[config.mk]
export PLATFORM = sky130hd
export DESIGN_NAME = thim_divider
export DESIGN_NICKNAME = d
export VERILOG_FILES = /design/src/sv/thim_pkg.sv /design/src/sv/thim_divider.sv
export VERILOG_INCLUDE_DIRS = /design/src /design/src/sv
export SDC_FILE = /design/constraint.sdc
export NUM_CORES = 1
export LEC_CHECK = 0
export BUFFER_PORTS_ARGS = -buffer_cell sky130_fd_sc_hd__buf_2
export CAP_MARGIN = 5
export CORE_AREA = 4 4 218 220
export DETAILED_ROUTE_END_ITERATION = 8
export DIE_AREA = 0 0 222 224
export PLACE_DENSITY = 0.72
export SKIP_LAST_GASP = 1
export SYNTH_ARGS = -nofsm -noshare
export SYNTH_HDL_FRONTEND = slang
export SYNTH_SLANG_ARGS = --single-unit
[constraint.sdc]
create_clock -name clk -period 6.9 [get_ports clk]
set_input_delay 1.38 -clock clk [delete_from_list [all_inputs] [get_ports clk]]
set_output_delay 1.38 -clock clk [all_outputs]
set_load 0.01 [all_outputs]
[src/sv/trilinear_hex_inverse_map_top_assert.svh]
// ----------------------------------------------------------------------------
// Assertion macros for the trilinear hex inverse map block
// Shared property wrappers used by the RTL modules.
// ----------------------------------------------------------------------------
`ifndef TRILINEAR_HEX_INVERSE_MAP_TOP_ASSERT_SVH
`define TRILINEAR_HEX_INVERSE_MAP_TOP_ASSERT_SVH

// Implication checked on every clock edge outside reset.
`define THIM_ASSERT_IMP(lbl, clk_s, rst_s, ante, cons, msg) \
    lbl: assert property (@(posedge clk_s) disable iff (!rst_s) (ante) |-> (cons)) \
        else $error(msg);

// Next-cycle implication checked outside reset.
`define THIM_ASSERT_NXT(lbl, clk_s, rst_s, ante, cons, msg) \
    lbl: assert property (@(posedge clk_s) disable iff (!rst_s) (ante) |=> (cons)) \
        else $error(msg);

`endif

[src/sv/thim_pkg.sv]
// ----------------------------------------------------------------------------
// thim_pkg
// Shared types and constants for the trilinear hex inverse map block.
// ----------------------------------------------------------------------------
`default_nettype none
package thim_pkg;
    localparam int MAX_ITER_DEF    = 32;
    localparam int COORD_WIDTH_DEF = 32;
    localparam logic [31:0] TOL_RESET = 32'd66;

    localparam logic [1:0] ST_CONVERGED = 2'd0;
    localparam logic [1:0] ST_CAP       = 2'd1;
    localparam logic [1:0] ST_ZERO_DIV  = 2'd2;

    // natural sign of corner i along an axis: 1 means +
    localparam logic [7:0] SIGN_XI  = 8'b0110_0110;
    localparam logic [7:0] SIGN_ETA = 8'b1100_1100;
    localparam logic [7:0] SIGN_MU  = 8'b1111_0000;

    typedef struct packed {
        logic        start;
        logic [63:0] num;
        logic [63:0] den;
    } thim_div_req_t;

    typedef struct packed {
        logic        done;
        logic [31:0] quot;
    } thim_div_rsp_t;
endpackage
`default_nettype wire

[src/sv/thim_divider.sv]
// ----------------------------------------------------------------------------
// thim_divider
// Sequential signed divide giving a Q28 quotient, magnitude truncated,
// saturated to 32 bits. One quotient bit per cycle.
// ----------------------------------------------------------------------------
`default_nettype none
module thim_divider
(
    input  wire logic                   clk,
    input  wire logic                   rst_n,
    input  wire thim_pkg::thim_div_req_t req,
    output thim_pkg::thim_div_rsp_t      rsp
);
    import thim_pkg::*;

    // 64 integer + 28 fraction quotient bits; remainder kept at 65 bits
    logic [63:0] ud_reg;
    logic [64:0] rem_reg;
    logic [91:0] q_reg;
    logic [91:0] nd_reg;
    logic [6:0]  cnt_reg;
    logic        busy_reg;
    logic        neg_reg;
    logic        done_reg;
    logic [31:0] quot_reg;

    logic [63:0] un_abs;
    logic [63:0] ud_abs;
    logic [64:0] rem_sh;
    logic [64:0] rem_sub;
    logic        take;
    logic [91:0] q_new;
    logic [31:0] mag;
    logic [31:0] quot_next;

    assign un_abs  = req.num[63] ? (64'd0 - req.num) : req.num;
    assign ud_abs  = req.den[63] ? (64'd0 - req.den) : req.den;
    assign rem_sh  = {rem_reg[63:0], nd_reg[91]};
    assign take    = rem_sh >= {1'b0, ud_reg};
    assign rem_sub = take ? (rem_sh - {1'b0, ud_reg}) : rem_sh;
    assign q_new   = {q_reg[90:0], take};

    always_comb
    begin
        // integer part 8 or more saturates
        if (q_new[91:31] != '0)
        begin
            mag = 32'h8000_0000;
        end
        else
        begin
            mag = {1'b0, q_new[30:0]};
        end
        if (neg_reg)
        begin
            quot_next = 32'd0 - mag;
        end
        else
        begin
            quot_next = mag[31] ? 32'h7FFF_FFFF : mag;
        end
    end

    always_ff @(posedge clk or negedge rst_n)
    begin
        if (!rst_n)
        begin
            busy_reg <= 1'b0;
            done_reg <= 1'b0;
            cnt_reg  <= '0;
        end
        else
        begin
            done_reg <= 1'b0;
            if (req.start)
            begin
                busy_reg <= 1'b1;
                cnt_reg  <= 7'd91;
                neg_reg  <= req.num[63] ^ req.den[63];
                ud_reg   <= ud_abs;
                nd_reg   <= {un_abs, 28'd0};
                rem_reg  <= '0;
                q_reg    <= '0;
            end
            else if (busy_reg)
            begin
                rem_reg <= rem_sub;
                q_reg   <= q_new;
                nd_reg  <= {nd_reg[90:0], 1'b0};
                cnt_reg <= cnt_reg - 7'd1;
                if (cnt_reg == '0)
                begin
                    busy_reg <= 1'b0;
                    done_reg <= 1'b1;
                    quot_reg <= quot_next;
                end
            end
        end
    end

    assign rsp.done = done_reg;
    assign rsp.quot = quot_reg;

    `include "trilinear_hex_inverse_map_top_assert.svh"
    `THIM_ASSERT_NXT(a_div_done_clr, clk, rst_n, req.start, !rsp.done, "done right after start")
    `THIM_ASSERT_IMP(a_div_idle_done, clk, rst_n, rsp.done, !busy_reg, "done while busy")
    `THIM_ASSERT_NXT(a_div_busy, clk, rst_n, req.start, busy_reg, "start did not load")
endmodule
`default_nettype wire

==> metrics.md, run 1 <==
| Metric | Value |
|---|---|
| Status | completed |
| Gp weighted congestion | ~0.96 |
| Max_cap viols | 0 |
| VDD IR max | between 0.00015 and 0.0002 V |
| Reg2Reg Depth | 17 |
| Synth Cell Area | 22600 µm² |
| H-tree depth | 2 |
| Critical setup path kind | in2reg |
| Cell count after placement | just under 3000 |
| Register area | between 10000 and 15000 µm² |
| Initial core utilization | 49.8% |
| CTS root buf | clkbuf_16 |
| Design area | approximately 25000 µm² |
| Crit path capture | ud_reg[61]$_DFFE_PP_ |
| Actual slew at the worst max-slew pin | approximately 1.1 ns |
| Slew HR | 25.4% |
| CTS tree | yes |
| Die Span X | ~220 µm |
| CP Launch Point | req[0] |
| Clock transition at path regs | ~0.060 ns |
| Worst Hold Class | reg2reg |
| Synth area leaders | edfxtp_1 (46%), mux2i_1 (6.0%), xnor2_1 (5.9%), nor2_1 (5.1%), ha_1 (3.8%) |
| Met1 Track Usage GR | between 20% and 30% |
| Post-synth EDFFs | ~340 |
| Clock tree sinks | around 350 |
| Crit-path slowest cell | or4_1 |
| Initial antenna violation count | 3 |
| Mux contribution to synthesized area | 6.24% |
| Global-route wire length before repair | 84200 µm |
| Critical-path cell list | buf_2 -> or4_1 -> or4_4 -> or2_0 -> nor2_1 -> nand2_1 -> or3_1 -> or3_1 -> or4_4 -> or3_4 -> o31ai_4 -> xnor2_1 |
| Required @ worst endpoint | between 7 and 8 ns |
| Clock skew | roughly 0.017 ns |
| Synth Area in Simple Gates | between 10% and 20% |
| Worst skew pair latency | around 0.55 ns |
| Worst r2r src | rem_reg[35]$_SDFFCE_PP0P_ |
| Fmax | about 0.20 GHz |
| Final setup fails | 0 |
| Fraction of registers with async set/reset | ~2.5% |
| Crit path DAT | between 5 and 6 ns |
| Synth Instances | roughly 2300 |
| Ys flop type | edfxtp_1 |
| Synth cell types | between 70 and 80 |
| CTS Buf Count | 40 |
| Slew Limit Fails | 0 |
| GR Overflow Total | 0 |
| Die height | approximately 220 µm |
| Die area | 49700 µm² |
| Met2 global-route usage | 32.8% |
| Multi-input logic area | ~11000 µm² |
| Layout Cells excl Fill | between 2000 and 3000 |
| Largest family of logic cells by synthesized area | compound AO/OA/AOI/OAI gates |
| Fin. Hold Viols | 0 |
| Worst Setup Start Kind | input port |
| Hold path startpoint | nd_reg[73]$_DFFE_PP_ |
| Static Leakage | just over 10 nW |
| Area after DPL | between 20000 and 25000 µm² |
| Layout cells sized above 1 | between 10% and 20% |
| Place WS | roughly 1.4 ns |
| Vias in the first global route | about 17000 |
| Post-CTS resize count | 0 |
| Max reg flops | between 90 and 100 |
| Synth Area in Adders | 3.91% |
| Via count | about 18000 |
| Crit end category | register |
| Cell Pwr Density | ~250 nW/µm² |
| Vias per inst | just under 6 |
| Share of the synthesized area in the top cell type | 45.8% |
| Min cycle time layout | 4.94 ns |
| Fillcell total | roughly 4000 |
| Register area share after synthesis | between 40% and 50% |
| DRC | 0 |
| Setup TNS Final | 0 ns |
| Core Area | around 45000 µm² |
| Synth Warn # | 0 |
| DR WL/cell | roughly 17 µm |
| Clk buf depth | 3 |
| Total global-route track usage | between 10% and 20% |
| Largest net degree at the start of global routing | around 130 |
| Pre-Repair DR Iteration Count | 8 |
| FP Rows | between 70 and 80 |
| DP Wirelength | 35500 µm |
| CP max FO | 8 |
| Post-synthesis compound-gate area fraction | between 15 and 20% |
| Largest area contributor in the netlist | edfxtp_1 |
| Iteration-0 DRC Markers | 1326 |
| I/O Buffers | 163 |
| Final #Nets | 2539 |
| FF-to-FF setup slack | ~2.0 ns |
| Post-synthesis xor/xnor area fraction | 7.06% |
| Final period utilization | roughly 72% |
| Register bit total from synthesis | approximately 350 |
| Util after Layout | a little under three fifths |
| Final WS setup | slightly below 2 ns |
| Unrepaired setup endpoints after global routing | no |
| Reg2reg end | quot_reg[24]$_DFFE_PP_ |
| Layout Area Growth over Synthesis | 11.2% |
| Crit path largest cell delay | approximately 0.53 ns |
| Grt met3 use | under 10% |
| I/O Pins | between 150 and 200 |
| Routed wire length | 51600 µm |
| Grt peak-use layer | met2 |
| Syn_area_per_cell | roughly 10 µm² |
| Routed Antenna Nets | 0 |
| Cts hold-fix bufs | 0 |
| Post-CTS setup buffers | 0 |
| Synth Net Count | between 2000 and 2500 |
layer usage:
| metal | share of wire (%) | vias up |
|---|---|---|
| li1 | - | 8564 |
| met1 | 45 | 8449 |
| met2 | 47 | 560 |
| met3 | 5.6 | 121 |
| met4 | 2.8 | 2 |
| met5 | 0.014 | - |
worst max-delay path: cells and delay by family:
family	cells	cell delay [ns]
AO/OA/AOI/OAI	1	0.18
XOR/XNOR	1	0.10
buffers and inverters	1	0.14
AND/OR/NAND/NOR	9	3.42
final cells by class:
cell class              instances  area share, %
well taps                     600           2.99
inverters                      90           1.35
flip-flops and latches        353           42.1
repair buffers                178           3.81
diodes                          2         0.0199
clock buffers                  51           4.32
clock inverters                21          0.922
multi-input cells            1675           44.5
cells by family (layout without fill, tap and decap cells):
group                      after synthesis  in the layout
buffers and inverters                  231            340
AOI/OAI and AO/OA                      596            596
other                                    0              2
DFF                                    353            353
adders and majority gates               70             70
muxes                                  140            140
xor gates and xnor gates               182            182
and+or+nand+nor                        687            687
how the worst min path moves through the flow:
stage / endpoint / slack [ns] / depth (start not counted)
finish: nd_reg[74]$_DFFE_PP_ / 0.54 / 1
global route: nd_reg[78]$_DFFE_PP_ / 0.55 / 1
CTS: cnt_reg[6]$_DFFE_PN0N_ / 0.54 / 2
detailed placement: cnt_reg[6]$_DFFE_PN0N_ / 0.52 / 2
global placement: cnt_reg[6]$_DFFE_PN0N_ / 0.49 / 2
floorplan: cnt_reg[6]$_DFFE_PN0N_ / 0.48 / 2
synth_stat cells, types with 10 or more instances:
master	number
nand3_1	25
edfxtp_1	344
xnor2_1	153
nand2b_1	24
xor2_1	29
nor2_1	308
a21o_1	49
o41ai_1	16
o21ai_0	111
or2_2	10
nand2_1	126
mux2i_1	135
or4_1	17
nor2b_1	17
inv_1	90
or3_1	39
clkbuf_1	122
buf_1	15
a21oi_1	140
o21a_1	11
o31ai_1	45
ha_1	69
nor4_1	23
o21bai_1	17
nand4_1	26
nor3_1	31
a22o_1	63
a31oi_1	13
a211oi_1	60
metrics by stage:
step                power [mW]  hold WS, ns
finish                    6.34        0.538
floorplan                 3.82        0.478
global route              6.67        0.554
detailed placement        4.21        0.522
global placement          4.17        0.494
CTS                       6.38        0.542
cells in the final DEF (no fill, tap or decap), drive strengths merged, types with 46 or more instances in the layout:
cell type and count:
a22o 63, a211oi 60, buf 177, xnor2 153
mux2i 135, nor2 308, a21oi 140, nand2 126
clkbuf 52, inv 90, o21ai 113, ha 69
edfxtp 344, a21o 49, o31ai 46
power by group:
group	leakage [nW]	internal (mW)	switching, mW
combinational	6.06	0.620	0.875
clock	0.637	1.30	0.853
sequential	3.50	2.58	0.115
total	10.2	4.50	1.84
Note: power is estimated with default switching activity, not from simulation.
==> run 2: changes to the inputs <==
Settings changed: PLACE_DENSITY 0.72 to 0.74.
Clock period 6.9 ns to 4.5 ns, I/O delays scaled along.
==> run 2 against run 1 <==
Compared with the run above: combinational power grew 58%; critical path depth is the same; largest cell class unchanged; sequential share of layout area shrank 0.84 points; non-clock buffer count grew 62; largest power group unchanged; sequential cell count is the same; clock power grew 54%; via count grew 1.3%; wire length grew 3.5%; cell area grew 2.0%; sequential power grew 53%; power grew 55%.
==> metrics.md, run 2 (synthesis results as in run 1) <==
| Metric | Value |
|---|---|
| Vias in the first global route | approximately 17000 |
| Cts hold-fix bufs | 0 |
| Fin. Hold Viols | 0 |
| Worst Hold Class | reg2reg |
| NetSw | roughly 2.9 mW |
| Crit path DAT | roughly 4.7 ns |
| Fmax | roughly 0.23 GHz |
| Max_cap viols | 0 |
| Worst Path Buf+Inv | 0 |
| Final setup fails | 0 |
| Routed Antenna Nets | 0 |
| Crit end category | register |
| Layout Area Growth over Synthesis | 13.5% |
| Cell Pwr Density | roughly 380 nW/µm² |
| Via count | 17900 |
| Crit path largest cell delay | ~0.53 ns |
| DRC | 0 |
| Iteration-0 DRC Markers | around 1600 |
| Initial core utilization | 49.8% |
| H-tree depth | 2 |
| Setup TNS Final | 0 ns |
| CP delay by family, top | compound AO/OA/AOI/OAI gates |
| Actual slew at the worst max-slew pin | around 1.1 ns |
| Crit-path slowest cell | or4_1 |
| Slew HR | approximately a quarter |
| DR WL/cell | about 18 µm |
| Critical setup path kind | reg2reg |
| Gp weighted congestion | 0.933 |
| Status | completed |
| Clock skew | 0.0180 ns |
| VDD IR max | 0.000264 V |
| Unrepaired setup endpoints after global routing | yes |
| Die height | 224 µm |
| CTS Buf Count | just over 40 |
| Required @ worst endpoint | slightly below 5 ns |
| Max reg flops | ~90 |
| Util after Layout | 56.6% |
| Most frequent cells in the layout | edfxtp_1 (344), nor2_1 (307), buf_2 (161), xnor2_1 (153), a21oi_1 (140) |
| Sw Share | 29.6% |
| Internal power | slightly below 7 mW |
| Core Area | around 45000 µm² |
| Logic gate share of total power | 24.1% |
| Clock tree sinks | 353 |
| Pre-Repair DR Iteration Count | 5 |
| DP Wirelength | 37100 µm |
| CTS tree | yes |
| Clock transition at path regs | 0.06 ns |
| Final #Nets | roughly 2600 |
| Most common cell after layout, fill and taps aside | edfxtp_1 |
| Layout cells sized above 1 | roughly 14% |
| Final period utilization | approximately 95% |
| Min cycle time layout | around 4.3 ns |
| Die area | around 50000 µm² |
| I/O Buffers | ~160 |
| Clk network pwr share | roughly a third |
| CP max FO | 8 |
| CTS root buf | clkbuf_16 |
| Largest net degree at the start of global routing | between 100 and 150 |
| Worst Setup Start Kind | register |
| Die Span X | around 220 µm |
| Initial antenna violation count | 2 |
| Global-route wire length before repair | around 87000 µm |
| Total global-route track usage | around 21% |
| Vias per inst | between 5 and 6 |
| Worst skew pair latency | between 0.5 and 0.6 ns |
| Fillcell total | 3922 |
| Sequential power share | between 40% and 50% |
| Critical-path cell list | ha_1 -> nand4_1 -> or4_1 -> or3_1 -> a211oi_2 -> nor3_1 -> o311a_1 -> o31a_1 -> o31ai_1 -> nand3_1 -> mux2_2 -> o211ai_1 |
| GR Overflow Total | 0 |
| I/O Pins | ~160 |
| Routed wire length | 53400 µm |
| Clk buf depth | 3 |
| Static Leakage | 10.5 nW |
| FP Rows | 78 |
| Slew Limit Fails | 0 |
run 2: changes by cell type in the layout (fill, tap and decap cells not counted), sizes merged:
cell      change
diode         -1
clkinvlp      +1
inv           +3
bufinv        -1
clkinv        -1
buf          +63
run 2: power by group through the flow:
stage	clock network [mW]	registers, mW	logic [mW]
6_report	3.32	4.14	2.37
3_5_place_dp	0	4.20	2.32
3_3_place_gp	0	4.19	2.27
2_1_floorplan	0	4.14	1.73
5_1_grt	3.54	4.17	2.64
4_1_cts	3.40	4.14	2.34
run 2: area by class of cell:
cell class,instances,area (µm²),share of cell area [%]
Antenna cell,1,2.50,0.00977
Tap cell,600,751,2.93
Inverter,90,338,1.32
Clock inverter,23,245,0.958
Multi-Input combinational cell,1675,11200,43.7
Sequential cell,353,10600,41.2
Timing Repair Buffer,240,1430,5.59
Clock buffer,52,1090,4.25
run 2: metrics by stage:
stage / cell area, µm² / instances / hold WS (ns) / setup slack [ns] / power (mW)
global placement: 24200 / 2956 / 0.494 / -0.235 / 6.46
CTS: 25600 / 3031 / 0.536 / 0.0337 / 9.88
finish: 25600 / 3034 / 0.535 / 0.224 / 9.83
floorplan: 22600 / 2259 / 0.478 / 0.0328 / 5.86
detailed placement: 24200 / 2956 / 0.520 / -0.294 / 6.52
global route: 25600 / 3034 / 0.556 / -0.0181 / 10.3
run 2: timing repair:
action                                  CTS  global route
endpoints found under the setup margin    0            53
buffers inserted                          0             2
resized for setup                         0             8
run 2: tightest hold or removal path: stages (launching register included):
cell,delay [ns]
dfrtp_1,0.36
xor2_1,0.08
nand2b_1,0.06
run 2: worst paths after layout:
kind,to,startpoint,slack (ns),depth (start not counted)
max,rem_reg[63]$_SDFFCE_PP0P_,rem_reg[33]$_SDFFCE_PP0P_,0.22,12
max in group asynchronous,busy_reg$_DFF_PN0_,rst_n,2.79,2
max reg2reg,rem_reg[63]$_SDFFCE_PP0P_,rem_reg[33]$_SDFFCE_PP0P_,0.22,12
min,cnt_reg[6]$_DFFE_PN0N_,cnt_reg[6]$_DFFE_PN0N_,0.53,2
min in group asynchronous,done_reg$_DFF_PN0_,rst_n,0.89,2
min reg2reg,cnt_reg[6]$_DFFE_PN0N_,cnt_reg[6]$_DFFE_PN0N_,0.53,2
run 2: layer usage:
| layer | share of wire, % | GRT usage (%) |
|---|---|---|
| met1 | 45 | 28.0 |
| met5 | 0.022 | 0 |
| met3 | 5.2 | 2.97 |
| met4 | 3.0 | 7.40 |
| met2 | 47 | 34.3 |
